### src/hdl/olsu_pkg.sv
package olsu_pkg;

   // Command codes carried in req_tuser
   typedef enum logic [2:0] {
      CMD_APPEND         = 3'd0,
      CMD_INSERT_BEFORE  = 3'd1,
      CMD_INSERT_AFTER   = 3'd2,
      CMD_REMOVE_FAST    = 3'd3,
      CMD_REMOVE_ORDERED = 3'd4,
      CMD_GET            = 3'd5,
      CMD_CLEAR          = 3'd6
   } cmd_type;

   typedef enum logic [1:0] {
      ST_OK    = 2'd0,
      ST_FULL  = 2'd1,
      ST_RANGE = 2'd2
   } status_type;

   // Operation broadcast to every cell of the row
   typedef enum logic [1:0] {
      CELL_HOLD           = 2'd0,
      CELL_INSERT         = 2'd1,
      CELL_REMOVE_FAST    = 2'd2,
      CELL_REMOVE_ORDERED = 2'd3
   } cell_op_type;

   localparam int unsigned CMD_WIDTH    = 3;
   localparam int unsigned INDEX_WIDTH  = 6;
   localparam int unsigned VALUE_WIDTH  = 32;
   localparam int unsigned TOTAL_WIDTH  = 7;
   localparam int unsigned STATUS_WIDTH = 2;

endpackage

### src/hdl/olsu_cell.sv
module olsu_cell
   import olsu_pkg::*;
#(
   parameter int unsigned POS          = 0,
   parameter int unsigned IDX_WIDTH    = 6,
   parameter int unsigned HANDLE_WIDTH = 32
) (
   input  logic                    clock,
   input  cell_op_type             op,
   input  logic [IDX_WIDTH-1:0]    op_pos,
   input  logic [IDX_WIDTH-1:0]    rd_pos,
   input  logic [IDX_WIDTH-1:0]    tail_pos,
   input  logic [HANDLE_WIDTH-1:0] value,
   input  logic [HANDLE_WIDTH-1:0] tail,
   input  logic [HANDLE_WIDTH-1:0] below,
   input  logic [HANDLE_WIDTH-1:0] above,
   output logic [HANDLE_WIDTH-1:0] data,
   output logic [HANDLE_WIDTH-1:0] rd_tap,
   output logic [HANDLE_WIDTH-1:0] tail_tap
);

   localparam logic [IDX_WIDTH-1:0] MyPos = IDX_WIDTH'(POS);

   logic [HANDLE_WIDTH-1:0] data_ff;
   logic [HANDLE_WIDTH-1:0] data_in;
   logic                    at_pos;
   logic                    past_pos;

   assign at_pos   = (MyPos == op_pos);
   assign past_pos = (MyPos > op_pos);

   always_comb begin
      data_in = data_ff;
      case (op)
         CELL_INSERT: begin
            // open a hole at op_pos, shift later entries up
            if (at_pos) begin
               data_in = value;
            end else if (past_pos) begin
               data_in = below;
            end
         end
         CELL_REMOVE_FAST: begin
            if (at_pos) begin
               data_in = tail;
            end
         end
         CELL_REMOVE_ORDERED: begin
            if (at_pos || past_pos) begin
               data_in = above;
            end
         end
         default: begin
            data_in = data_ff;
         end
      endcase
   end

   always_ff @(posedge clock) begin
      data_ff <= data_in;
   end

   assign data     = data_ff;
   assign rd_tap   = (MyPos == rd_pos)   ? data_ff : '0;
   assign tail_tap = (MyPos == tail_pos) ? data_ff : '0;

endmodule

### config.mk
export PLATFORM = sky130hd
export DESIGN_NAME = olsu_cell
export DESIGN_NICKNAME = d
export VERILOG_FILES = /design/src/hdl/olsu_pkg.sv /design/src/hdl/olsu_cell.sv
export SDC_FILE = /design/constraint.sdc
export NUM_CORES = 1
export LEC_CHECK = 0
export BUFFER_PORTS_ARGS = -buffer_cell sky130_fd_sc_hd__buf_4
export CAP_MARGIN = 20
export CORE_AREA = 2 2 94 96
export DETAILED_ROUTE_END_ITERATION = 8
export DIE_AREA = 0 0 96 98
export GPL_ROUTABILITY_DRIVEN = 0
export PLACE_DENSITY = 0.67
export REMOVE_ABC_BUFFERS = 1
export SLEW_MARGIN = 30
export SYNTH_ARGS = -nofsm -noshare
export SYNTH_HDL_FRONTEND = slang
export SYNTH_SLANG_ARGS = --single-unit
### constraint.sdc
create_clock -name clock -period 9.23 [get_ports clock]
set_input_delay 0 -clock clock [delete_from_list [all_inputs] [get_ports clock]]
set_output_delay 0 -clock clock [all_outputs]
set_load 0.01 [all_outputs]
# Word level (Yosys, flattened, before mapping)
# Cells that the tools add are included.
# totals
elab_cells	21
output_inout_bits	96
input_bits	149
register_bits	32
# op_classes
eq_ne	6
magnitude_cmp	1
n_reduce_logical	6
n_mux	7
# ops
cell	n
two-way mux 32 bit	6
case mux 32 bit (3 select lines)	1
logical NOT 6 bit	3
greater-than comparator 1 x 6 -> 1 bit (first input constant)	1
equality test 2 bit (second input constant)	2
!= test 2 bit (second input constant)	2
AND reduction 4 bit	1
!= test 3 bit (second input constant)	1
nonzero test 3 bit	1
equality test 2 x 1 -> 1 bit (second input constant)	1
logical OR 1 bit	1

# Logic depth before layout (Yosys ltp)
# Gate-level depths: netlist (run 1).
# depth
ltp_word	4
mapped_depth	4
ltp_nobuf	3

# Worst setup path before layout (run 1)
# No wires, ideal clock.
# synth_path
kind	input to register
from	input op_pos[5]
to	register data_ff[0] (netlist: data[0]) (enable)
arrival_time_ns	2.973
slack_ns	5.796
path_buffers	1
path_stages	3
path_cell_list	or4_4 buf_6 nor3_1
# synth_via
elab_chain_len	4
# synth_rtl
item	line	text
from (decl)	olsu_cell.sv:10	input logic [IDX_WIDTH-1:0] op_pos,
greater-than comparator 1 x 6 -> 1 bit / logical NOT 6 bit (equally long branches)	olsu_cell.sv:30, olsu_cell.sv:29	
logical OR 1 bit	olsu_cell.sv:49	if (at_pos || past_pos) begin
!= test 2 bit (no line)	n/a	
AND reduction 4 bit (no line) (*)	n/a	
to (signal assigned)	olsu_cell.sv:60	data_ff <= data_in;
to (decl)	olsu_cell.sv:24	logic [HANDLE_WIDTH-1:0] data_ff;
# Every way passes the cells marked *; elsewhere a longest branch is shown, timed or not.
# A chain may end at the register's enable or synchronous reset.

# Worst setup path after layout (run 1)
# layout_path
from	input rd_pos[3]
to	output rd_tap[10]
# layout_via
elab_chain_len	2
# layout_rtl
item	line	text
from (decl)	olsu_cell.sv:11	input logic [IDX_WIDTH-1:0] rd_pos,
logical NOT 6 bit	olsu_cell.sv:64	assign rd_tap = (MyPos == rd_pos) ? data_ff : '0;
two-way mux 32 bit	olsu_cell.sv:64	
to (decl)	olsu_cell.sv:18	output logic [HANDLE_WIDTH-1:0] rd_tap,
# Every way passes these cells.

==> reports/metrics.cfg, run 1 <==
[setup_path]
path_class = primary input to primary output
start_kind = primary input
worstPathArrival_ps = 1650
worst-path-max-fanout = 18
cp-end-kind = primary output
cp_data_required_time_ps = 9230

[yosys]
synth_area_mm2 = 0.00258
synth_commonest_cells = and2_1, a22oi_1, a31oi_1, edfxtp_1, mux2i_1
syn_inst = 263
yosys.area.top_type = edfxtp_1
synthMostInstantiatedCell = and2_1
synthDominantCellAreaShare_pct = 37.3
synth_edf_count = 32
synth_compound_area_share_pct = 23.3
yosys-mux-area-fraction_pct = 12.4
synthXorXnorAreaFrac_pct = 0
synthArstFlopShare_pct = 0
synthFlopType = edfxtp_1
ys_warn_count = 0
yosys-top-cells-area = edfxtp_1, and2_1, mux2i_1, a22oi_1, a31oi_1
ys_seq_area_share_pct = 37.3
synth_top_family_by_area = compound AO/OA/AOI/OAI gates
synth-simple-area-share_pct = 19.9
syn_area_per_cell_um2 = 9.80
synth_cell_types = 17
synth_fa_ha_area_share_pct = 0
ys_ff_latch = 32

[clock_tree]
cts-root-buf = clkbuf_8
cts_buffers = 5
clockBufferDepth = 2
htree_num_levels = 2
cts-resized-gates = 0
cts_tree = done
ctsHoldBuffers = 0
clk_pin_slew_worst_paths_ps = 70
clock_sinks = 32
postCtsSetupBuffers = 0

[placement]
pre_cts_ws_ps = 7350
numPortBuffers = 244
dp_hpwl_um = 7160

[hold_path]
worstHoldPathType = primary input to flop
whs_path_depth = 3
min_to = data[2]$_DFFE_PP_
min_from = tail[2]

[drt]
drc = 0
ant_nets = 0
wl_per_cell_um = 16.5
viasPerCell = 5.05
dr.pass1.iters = 4
vias = 3023
drtIter0Drc = 84
drt_wl_total_um = 9860

[cells_and_area]
num_antenna_cells = 0
largest_reg_flops = 32
layout-drive-gt1-share_pct = 54.4
fin_util_pct = 53.1
finalNetCount = 639
syn2layout_area_growth_pct = 74.5
fillers = 762

[sta]
hold_violations = 0
min_period_ps = 1650
slew_headroom_pct = 52.9
whs_ps = 108
fmax_mhz = 606
tightest_slew_ps = 706
rsz0062_at_grt = false
finalSetupTns_ps = 0
maxSlewViolCount = 0
setup_viol = 0
setup_ws_ps = 7580
finalCritPeriodShare_pct = 17.9

[die]
ios = 245
dieArea_mm2 = 0.00941
die_h_um = 98
core-area_mm2 = 0.00847
num_rows = 34
initial_core_util_pct = 30.4
die_width_um = 96

[power_and_ir_drop]
power_mw = 0.366
vdd_ir_drop_max_mv = 0.0622
cellPowerDensity_mw_per_mm2 = 81.4
p_leak_nw = 2.15

[grt]
grt_pass1_vias = 2982
grt_usage_pct = 19.6
antenna_found_initial = 0
grt_max_degree = 66
grt_pass1_wl_um = 14500
grt-ovfl-total = 0

[run_status]
outcome = complete, no violations

[run]
max_cap_violations = 0

-- through the flow --
step / std cells / area [um^2]
2_1_floorplan: 234 / 2390
3_3_place_gp: 589 / 4390
3_5_place_dp: 589 / 4390
4_1_cts: 597 / 4470
5_1_grt: 599 / 4500
6_report: 599 / 4500
-- how the worst max path moves through the flow --
stage / from / cells after the start / slack [ps] / end
after detailed placement: op_pos[5] / 4 / 7350 / data[1]$_DFFE_PP_
after global routing: rd_pos[3] / 6 / 7520 / rd_tap[17]
final: rd_pos[3] / 6 / 7580 / rd_tap[10]
after global placement: op_pos[5] / 4 / 7360 / data[1]$_DFFE_PP_
after floorplan: op_pos[5] / 2 / 5790 / data[0]$_DFFE_PP_
after CTS: tail_pos[3] / 5 / 7360 / tail_tap[31]
-- where the power goes --
group / total, mW / internal, mW / switching, mW
clock: 0.100 / 0.0524 / 0.0479
sequential: 0.164 / 0.163 / 0.00103
combinational: 0.101 / 0.0610 / 0.0404
-- worst max-delay path: stages --
cell and delay, ps:
buf_4 110, or4_4 530, nor3_4 490, buf_6 240, and2_1 150, buf_4 120
-- per-layer routing --
metal,share of wire (%),track usage (%),up-vias
li1,-,-,1453
met1,38,22.6,1387
met2,51,35.5,169
met3,8.8,4.55,14
met4,1.5,5.71,0
met5,0,0,-
-- cells by family (layout without fill, tap and decap cells) --
logic type | Yosys count | count (layout)
AOI/OAI and AO/OA | 96 | 96
and+or+nand+nor | 74 | 74
muxes | 32 | 32
DFF | 32 | 32
buffers and inverters | 29 | 257
-- area by class of cell --
type / instances / area, um^2 / area share (%)
Multi-Input combinational cell: 202 / 1440 / 32.0
Timing Repair Buffer: 249 / 1880 / 41.8
Tap cell: 108 / 135 / 3.01
Clock inverter: 1 / 3.75 / 0.0835
Sequential cell: 32 / 961 / 21.4
Clock buffer: 7 / 76.3 / 1.70
-- cells in the final DEF, fill, tap and decap left out --
| cell type | n |
|---|---|
| nor4_4 | 1 |
| a31oi_1 | 32 |
| and2_1 | 60 |
| buf_6 | 1 |
| o21ai_1 | 29 |
| mux2i_1 | 32 |
| nor2_1 | 1 |
| edfxtp_1 | 32 |
| nor3_2 | 1 |
| or2_2 | 1 |
| buf_4 | 247 |
| clkbuf_1 | 2 |
| and2_2 | 4 |
| or4_4 | 3 |
| nor2_2 | 1 |
| clkinv_1 | 1 |
| a22oi_1 | 32 |
| buf_8 | 1 |
| o21ai_0 | 3 |
| clkbuf_8 | 5 |
| nor3_4 | 2 |
No activity file was read; power rests on OpenSTA's default activity.
==> inputs of run 2 (changes only) <==
--- a/config.mk
+++ b/config.mk
@@ -7,11 +7,11 @@
 export LEC_CHECK = 0
 export BUFFER_PORTS_ARGS = -buffer_cell sky130_fd_sc_hd__buf_4
 export CAP_MARGIN = 20
-export CORE_AREA = 2 2 94 96
+export CORE_AREA = 2 2 96 98
 export DETAILED_ROUTE_END_ITERATION = 8
-export DIE_AREA = 0 0 96 98
+export DIE_AREA = 0 0 98 100
 export GPL_ROUTABILITY_DRIVEN = 0
-export PLACE_DENSITY = 0.67
+export PLACE_DENSITY = 0.68
 export REMOVE_ABC_BUFFERS = 1
 export SLEW_MARGIN = 30
 export SYNTH_ARGS = -nofsm -noshare
==> constraint.sdc (replaced) <==
create_clock -name clock -period 1.5 [get_ports clock]
set_input_delay 0 -clock clock [delete_from_list [all_inputs] [get_ports clock]]
set_output_delay 0 -clock clock [all_outputs]
set_load 0.01 [all_outputs]
==> run 2 against run 1 <==
Against the previous run: first-iteration DRC count grew 60%; cell count is 1.7% higher; via count rose by 1.0%; utilization down 1.5 points; hold slack gained 3.4 ps; sequential power rose to 6.2 times the previous value; non-clock buffer count rose by 7; setup slack worse by 7400 ps; design area grew 2.1%; critical path depth stayed put; combinational power grew to 6.3 times the previous value; largest cell class unchanged.
==> reports/metrics.cfg, run 2 (synthesis gave the netlist of run 1 again) <==
[placement]
dp_hpwl_um = 7680
post-place-cells = 601
numPortBuffers = 244

[die]
initial_core_util_pct = 29.0
dieArea_mm2 = 0.00980
die_h_um = 100
ios = 245
core-area_mm2 = 0.00889
die_width_um = 98
num_rows = 35

[power_and_ir_drop]
power_mw = 2.27
combPwrFrac_pct = 28.3
p_int_mw = 1.72
pwr-share-seq_pct = 44.5
vdd_ir_drop_max_mv = 0.243
p_sw_mw = 0.551
clock_power_share_pct = 27.2
p_leak_nw = 2.20
switching_share_pct = 24.3
cellPowerDensity_mw_per_mm2 = 494

[sta]
whs_ps = 111
slew_headroom_pct = 75.2
fmax_mhz = 772
maxSlewViolCount = 0
min_period_ps = 1300
hold_violations = 0
rsz0062_at_grt = false
tightest_slew_ps = 371
setup_viol = 0
finalCritPeriodShare_pct = 86.3

[setup_path]
worst-path-max-fanout = 32
path_delay_family = simple AND/OR/NAND/NOR gates
cpMostUsedCell = buf_4
cp_cell_sequence = buf_4 -> or4_4 -> nor3_4 -> buf_12 -> and2_1 -> buf_4
cp_slowest_cell = or4_4
start_kind = primary input
critPathMaxStageDelay_ps = 530
worstPathArrival_ps = 1300
cp-end-kind = primary output
path_class = primary input to primary output
cp_data_required_time_ps = 1500
critPathBufInv = 3
cp.depth = 6

[drt]
drtIter0Drc = 134
wl_per_cell_um = 16.2
dr.pass1.iters = 4
viasPerCell = 5.01
vias = 3054
drc = 0
drt_wl_total_um = 9850
ant_nets = 0

[grt]
grt_pass1_wl_um = 15300
grt_usage_pct = 19.3
antenna_found_initial = 0
grt_max_degree = 35
grt-ovfl-total = 0
grt_pass1_vias = 3033

[cells_and_area]
num_antenna_cells = 0
layout-drive-gt1-share_pct = 55.0
final_cells = 609
fin_util_pct = 51.7
syn2layout_area_growth_pct = 78.2
largest_reg_flops = 32
finalNetCount = 646
final_cell_mix = buf_4, and2_1
layout_commonest_cell = buf_4

[run]
max_cap_violations = 0

[hold_path]
whs_path_depth = 3
worstHoldPathType = primary input to flop
min_to = data[11]$_DFFE_PP_
min_from = tail[11]

[clock_tree]
cts-root-buf = clkbuf_8
ctsHoldBuffers = 0
clock_sinks = 32
clockBufferDepth = 2
postCtsSetupBuffers = 0
htree_num_levels = 2
cts-resized-gates = 0
cts_buffers = 5
cts_tree = done
clk_pin_slew_worst_paths_ps = 60

[run_status]
outcome = complete, no violations

-- run 2: changes by cell type in the layout (fill, tap and decap cells not counted), sizes merged --
cell  previous run  this run
buf            249       256
-- run 2: metrics by stage --
step	instance area (um^2)	TNS, ps	setup slack (ps)
global route	4590	0	151
floorplan	2390	-63010	-1940
CTS	4590	0	192
global placement	4510	0	27.8
detailed placement	4510	0	6.34
finish	4590	0	205
-- run 2: how the worst max path moves through the flow --
stage | end | startpoint
2_1_floorplan | data[0]$_DFFE_PP_ | op_pos[5]
3_3_place_gp | data[10]$_DFFE_PP_ | op_pos[5]
3_5_place_dp | data[25]$_DFFE_PP_ | op_pos[5]
4_1_cts | rd_tap[14] | rd_pos[3]
5_1_grt | rd_tap[17] | rd_pos[3]
6_report | rd_tap[14] | rd_pos[3]
-- run 2: final cells by class --
class | instances | area (um^2)
multi-input cells | 202 | 1440
repair buffers | 256 | 1970
flip-flops and latches | 32 | 961
clock buffers | 7 | 76.3
fillers | 826 | 4300
well taps | 111 | 139
clock inverters | 1 | 3.75
-- run 2: power groups by stage --
stage / clock network (mW) / logic, mW / registers, mW
5_1_grt: 0.667 / 0.705 / 1.01
3_3_place_gp: 0 / 0.629 / 1.03
6_report: 0.617 / 0.641 / 1.01
3_5_place_dp: 0 / 0.644 / 1.03
2_1_floorplan: 0 / 0.197 / 1.03
4_1_cts: 0.638 / 0.644 / 1.01
-- run 2: routing by layer --
metal / routed length (um) / up-vias / global-route usage [%]
li1: - / 1468 / -
met1: 3840 / 1387 / 24.1
met2: 4970 / 186 / 33.1
met3: 906 / 13 / 4.81
met4: 129 / 0 / 5.88
met5: 0 / - / 0
